### src/hw/rtl/dia_pkg.sv
// dia_pkg: shared types and constants for the dedup id allocator.
// No dependencies.
package dia_pkg;
    localparam int TypeEntries  = 64;
    localparam int ConstEntries = 64;
    localparam int TIdxW = $clog2(TypeEntries + 1);
    localparam int CIdxW = $clog2(ConstEntries + 1);
    localparam int IdxW  = (TIdxW > CIdxW) ? TIdxW : CIdxW;
    localparam int TAddrW = (TypeEntries > 1) ? $clog2(TypeEntries) : 1;
    localparam int CAddrW = (ConstEntries > 1) ? $clog2(ConstEntries) : 1;
    localparam int KeySlots = 7;
    localparam int WordShift = 16;
    localparam logic [15:0] OP_CONST_TRUE  = 16'd41;
    localparam logic [15:0] OP_CONST_FALSE = 16'd42;
    localparam logic [15:0] OP_CONST       = 16'd43;
    // type key: opcode + 7 operands; const key: opcode, tid, value, wide
    localparam int TKeyW = 16 + 32 * KeySlots;
    localparam int CKeyW = 16 + 32 + 64 + 1;

    typedef enum logic [1:0] {
        ST_FOUND = 2'd0,
        ST_ADDED = 2'd1,
        ST_FULL  = 2'd2
    } status_t;

    // classified request handed from front to back
    typedef struct packed {
        logic                func;
        logic [TKeyW-1:0]    tkey;
        logic [CKeyW-1:0]    ckey;
        logic [3:0]          nwords;
        logic [8:0][31:0]    words; // word 1 or 2 (per id_slot) filled with id later
        logic                id_slot; // 0: id in word1, 1: id in word2
    } req_t;

    typedef enum logic [2:0] {
        B_IDLE, B_READ, B_CMP, B_EMIT
    } bstate_t;
endpackage

### src/hw/rtl/dia_front.sv
// dia_front: accepts requests, builds keys and word images, feeds a 2-deep queue.
// Depends on dia_pkg.
module dia_front (
    input  logic             clk,
    input  logic             rst_n,
    input  logic             func,
    input  logic [15:0]      opcode,
    input  logic [2:0]       num_operands,
    input  logic [31:0]      operand_a,
    input  logic [31:0]      operand_b,
    input  logic [31:0]      operand_c,
    input  logic [31:0]      operand_d,
    input  logic [31:0]      operand_e,
    input  logic [31:0]      operand_f,
    input  logic [31:0]      operand_g,
    input  logic             is_wide,
    input  logic             is_boolean,
    input  logic             in_valid,
    output logic             in_stall,
    output logic             q_valid,
    output dia_pkg::req_t    q_req,
    input  logic             q_pop
);
    import dia_pkg::*;

    logic [6:0][31:0] ops;
    logic [6:0][31:0] slot;
    req_t             req;
    logic [15:0]      cop;
    logic [63:0]      val;
    req_t             q_reg [2];
    logic             rd_reg, wr_reg;
    logic [1:0]       cnt_reg;

    assign ops = {operand_g, operand_f, operand_e, operand_d,
                  operand_c, operand_b, operand_a};

    always_comb
    begin
        for (int j = 0; j < KeySlots; j++)
        begin
            slot[j] = (3'(j) < num_operands) ? ops[j] : 32'd0;
        end
        cop = is_boolean ? (({operand_c, operand_b} != 64'd0) ? OP_CONST_TRUE
                                                              : OP_CONST_FALSE)
                         : OP_CONST;
        val = is_wide ? {operand_c, operand_b} : {32'd0, operand_b};
        req = '0;
        req.func = func;
        req.tkey = {slot, opcode};
        req.ckey = {is_wide, val, operand_a, cop};
        if (!func)
        begin
            req.nwords   = 4'(num_operands) + 4'd2;
            req.words[0] = {12'd0, 4'(num_operands) + 4'd2, opcode};
            for (int j = 0; j < KeySlots; j++)
            begin
                req.words[j + 2] = slot[j];
            end
            req.id_slot = 1'b0;
        end
        else
        begin
            req.nwords   = is_boolean ? 4'd3 : (is_wide ? 4'd5 : 4'd4);
            req.words[0] = {12'd0, req.nwords, cop};
            req.words[1] = operand_a;
            req.words[3] = operand_b;
            req.words[4] = operand_c;
            req.id_slot  = 1'b1;
        end
    end

    assign in_stall = (cnt_reg == 2'd2);
    assign q_valid  = (cnt_reg != 2'd0);
    assign q_req    = q_reg[rd_reg];

    always_ff @(posedge clk)
    begin
        if (in_valid && !in_stall)
        begin
            q_reg[wr_reg] <= req;
        end
    end

    always_ff @(posedge clk or negedge rst_n)
    begin
        if (!rst_n)
        begin
            rd_reg  <= 1'b0;
            wr_reg  <= 1'b0;
            cnt_reg <= 2'd0;
        end
        else
        begin
            if (in_valid && !in_stall)
            begin
                wr_reg <= ~wr_reg;
            end
            if (q_pop)
            begin
                rd_reg <= ~rd_reg;
            end
            cnt_reg <= cnt_reg + 2'(in_valid && !in_stall) - 2'(q_pop);
        end
    end
endmodule

### config.mk
export PLATFORM = sky130hd
export DESIGN_NAME = dia_front
export DESIGN_NICKNAME = d
export VERILOG_FILES = /design/src/hw/rtl/dia_pkg.sv /design/src/hw/rtl/dia_front.sv
export SDC_FILE = /design/constraint.sdc
export NUM_CORES = 1
export LEC_CHECK = 0
export ABC_AREA = 1
export BUFFER_PORTS_ARGS = -buffer_cell sky130_fd_sc_hd__buf_4
export CELL_PAD_IN_SITES_DETAIL_PLACEMENT = 0
export CELL_PAD_IN_SITES_GLOBAL_PLACEMENT = 1
export CORE_ASPECT_RATIO = 0.5
export CORE_MARGIN = 2
export CORE_UTILIZATION = 30
export CTS_BUF_LIST = sky130_fd_sc_hd__clkbuf_4
export DETAILED_ROUTE_END_ITERATION = 10
export GPL_ROUTABILITY_DRIVEN = 0
export PLACE_DENSITY = 0.62
export SYNTH_ARGS = -nofsm -noshare
export SYNTH_HDL_FRONTEND = slang
export SYNTH_SLANG_ARGS = --single-unit
### constraint.sdc
create_clock -name clk -period 37 [get_ports clk]
set_input_delay 7.4 -clock clk [delete_from_list [all_inputs] [get_ports clk]]
set_output_delay 7.4 -clock clk [all_outputs]
set_load 0.005 [all_outputs]
==> results.sh <==
export IMPL_synth_avg_cell_area_um2=16.65
export IMPL_fin_crit_sh=0.3385
export IMPL_cts_resized=0
export IMPL_core_area_mm2=0.1634
export IMPL_hpwl_um=101400
export IMPL_critical_path_slowest_cell="buf_4"
export IMPL_cp_max_fo=67
export IMPL_critical_path_endpoint_type="primary output"
export IMPL_hp_class="reg2reg"
export IMPL_period_needed_ps=12520
export IMPL_core_utilization_of_the_finished_layout=0.3765
export IMPL_placement_rows=105
export IMPL_pin_count_of_the_biggest_net_entering_global_routing=149
export IMPL_total_power_mw=4.728
export IMPL_reg2regPathDepth=8
export IMPL_post_route_cells_drive_above_1_share=0.4699
export IMPL_num_nets_final=4282
export IMPL_ffs_latches_synth=1236
export IMPL_drt_antenna_violating_nets=0
export IMPL_result_of_the_run="complete, no violations"
export IMPL_fin_skew_ps=84.65
export IMPL_synth_cell_types=21
export IMPL_cts_root_to_sink_buffers=4
export IMPL_grt_pass1_wl_um=205900
export IMPL_grt_met3_usage=0.03124
export IMPL_crit_start="rd_reg$_DFFE_PN0P_"
export IMPL_largest_register_ff_count=1232
export IMPL_drt_iter0_drc=1684
export IMPL_slew_headroom=0.1990
export IMPL_die_width_um=576.9
export IMPL_power_density_cell_area_mw_per_mm2=76.82
export IMPL_reg2reg_slack_ps=31390
export IMPL_r2r_start="cnt_reg[1]$_DFF_PN0_"
export IMPL_critPathMaxStageDelay_ps=920
export IMPL_groute_layer_met2_usage=0.3158
export IMPL_wl_um=148700
export IMPL_report_final_hold_viol_count=0
export IMPL_postCtsHoldBufs=0
export IMPL_crit_type="reg2out"
export IMPL_peak_freq_mhz=79.84
export IMPL_die_y_um=290.4
export IMPL_post_dp_cell_area_mm2=0.05798
export IMPL_dp_worst_setup_slack_ps=24200
export IMPL_avgViaCountPerCell=4.437
export IMPL_routed_wire_length_per_instance_um=23.21
export IMPL_antenna_found_initial=17
export IMPL_worst_hold_slack_ps=579.2
export IMPL_die_area_mm2=0.1675
export IMPL_initial_utilization=0.3012
export IMPL_worst_endpoint_required_ps=29600
export IMPL_syn_area_mm2=0.04922
export IMPL_cp_arrival_ps=5120
export IMPL_critical_path_most_common_cell="buf_4"
export IMPL_io_pin_count=899
export IMPL_portBuffers=872
export IMPL_crit_chain="buf_4 -> buf_4 -> buf_4 -> mux2_2 -> buf_4"
export IMPL_place_detailed_instances=5915
export IMPL_cts_sink_count=1236
export IMPL_cts_buffers=302
export IMPL_total_leakage_power_nw=24.39
export IMPL_globalRouteOverflowTotal=0
export IMPL_worst_setup_path_start_kind="flop"
export IMPL_setup_tns_final_ps=0
export IMPL_rr_endpoint="q_reg[1][103]$_DFFE_PP_"
export IMPL_vias=28430
export IMPL_yosysSeqAreaShare=0.7536
export IMPL_rsz0062_at_grt="no"
export IMPL_clock_insertion_delay_worst_skew_ps=1020
export IMPL_synthToLayoutAreaGrowth_pct=25.02
export IMPL_max_cap_violations=0
export IMPL_syn_inst=2957
export IMPL_vdd_drop_max_uv=33.13
export IMPL_yosysWarningCount=0
export IMPL_maxSlewViolCount=0
export IMPL_met1_usage=0.1919
export IMPL_fill_cells=15780
export IMPL_postCtsSetupRepairBufs=0
export IMPL_clk_transition_reported_paths_ps=60
export IMPL_htreeDepth=5
export IMPL_timing_worst_slew_pin_value_ps=1202
export IMPL_detailedRoute_firstPassIterationCount=7
export IMPL_setup_viol_count_final=0
export IMPL_global_route_usage_total=0.1699
export IMPL_worst_slack_ps=24480
export IMPL_cts_root_buffer_cell="clkbuf_4"
export IMPL_tritoncts_clock_tree="yes"
export IMPL_stdcell_area_mm2=0.06154
export IMPL_globalRoute_busiestLayer="met2"
export IMPL_final_cells=6407
export IMPL_first_global_vias=29400
export IMPL_route_detailed_drc=0
export IMPL_crit_path_end="q_req[380]"
## logic make-up (layout without fill, tap and decap cells)
| family | after synthesis | after routing | share of synthesized area |
|---|---|---|---|
| buffers and inverters | 479 | 1695 | 0.04344 |
| XOR/XNOR | 4 | 4 | 0.0007118 |
| other | 2 | 43 | 0.0001526 |
| AO/OA/AOI/OAI | 6 | 6 | 0.0006101 |
| multiplexers | 616 | 616 | 0.1508 |
| adder cells (fa/ha/maj) | 6 | 6 | 0.001525 |
| flip-flops | 1236 | 1236 | 0.7536 |
| AND/OR/NAND/NOR | 608 | 608 | 0.04913 |
## cells in the final DEF (no fill, tap or decap)
cell type / synthesis / final
edfxtp_1: 1232 / 1232
buf_4: 31 / 905
mux2_2: 486 / 486
clkbuf_4: 0 / 409
nor2_1: 349 / 345
inv_1: 312 / 312
nand2_1: 155 / 153
mux2_4: 130 / 130
nor3_1: 96 / 96
clkinv_1: 0 / 40
conb_1: 2 / 26
diode_2: 0 / 17
inv_2: 0 / 7
bufinv_16: 0 / 6
clkinv_2: 0 / 6
ha_1: 6 / 5
clkinv_4: 0 / 5
o21ai_0: 4 / 4
nor2_4: 0 / 4
or2_2: 4 / 4
nand3_1: 3 / 3
xor2_1: 3 / 3
dfrtp_1: 4 / 3
nand2_2: 0 / 2
a21oi_1: 2 / 2
clkinvlp_4: 0 / 2
buf_12: 0 / 2
xnor2_1: 1 / 1
nor2_2: 1 / 1
ha_2: 0 / 1
clkbuf_8: 0 / 1
dfrtp_4: 0 / 1
## per-layer routing
layer | vias to the layer above | share of wire
met5 | - | 0.000061
li1 | 12860 | -
met2 | 713 | 0.54
met1 | 14580 | 0.38
met3 | 271 | 0.042
met4 | 2 | 0.033
## synthesized netlist by cell type
library cell  number  area share
xor2_1             3     0.00053
nand2_1          155       0.012
buf_4             31      0.0047
mux2_4           130       0.040
xnor2_1            1     0.00018
nor2_2             1     0.00013
buf_2             83      0.0084
ha_1               6      0.0015
dfrtp_1            4      0.0020
or2_2              4     0.00051
mux2_2           486        0.11
o21ai_0            4     0.00041
nor2_1           349       0.027
buf_6             16      0.0037
nand3_1            3     0.00030
a21oi_1            2     0.00020
clkbuf_1          37      0.0028
inv_1            312       0.024
nor3_1            96      0.0098
edfxtp_1        1232        0.75
conb_1             2     0.00015
## power by group
part | switching (mW) | internal (mW)
combinational | 0.833 | 0.780
clock | 0.552 | 0.550
sequential | 0.0797 | 1.93
## layout make-up
cell class	instances	area, µm²	area share
multi-input cells	1266	10120	0.1644
clock buffers	409	3070	0.04989
inverters	312	1171	0.01903
clock inverters	66	445.4	0.007238
diodes	17	42.54	0.0006913
well taps	2193	2744	0.04459
flip-flops and latches	1236	37100	0.6029
repair buffers	908	6848	0.1113
## how the worst min path moves through the flow
stage,end,depth (start not counted),start,slack [ps]
floorplan,cnt_reg[0]$_DFF_PN0_,1,cnt_reg[0]$_DFF_PN0_,510
global placement,cnt_reg[0]$_DFF_PN0_,1,cnt_reg[0]$_DFF_PN0_,540
detailed placement,cnt_reg[0]$_DFF_PN0_,1,cnt_reg[0]$_DFF_PN0_,570
CTS,cnt_reg[0]$_DFF_PN0_,1,cnt_reg[0]$_DFF_PN0_,580
global route,cnt_reg[0]$_DFF_PN0_,1,cnt_reg[0]$_DFF_PN0_,620
finish,cnt_reg[0]$_DFF_PN0_,1,cnt_reg[0]$_DFF_PN0_,580
## worst max-delay path: cells and delay by family (launching register included)
| family | cells | cell delay (ps) |
|---|---|---|
| buffers and inverters | 4 | 2640 |
| flip-flops | 1 | 870 |
| multiplexers | 1 | 430 |
(Power assumes the default switching activity.)
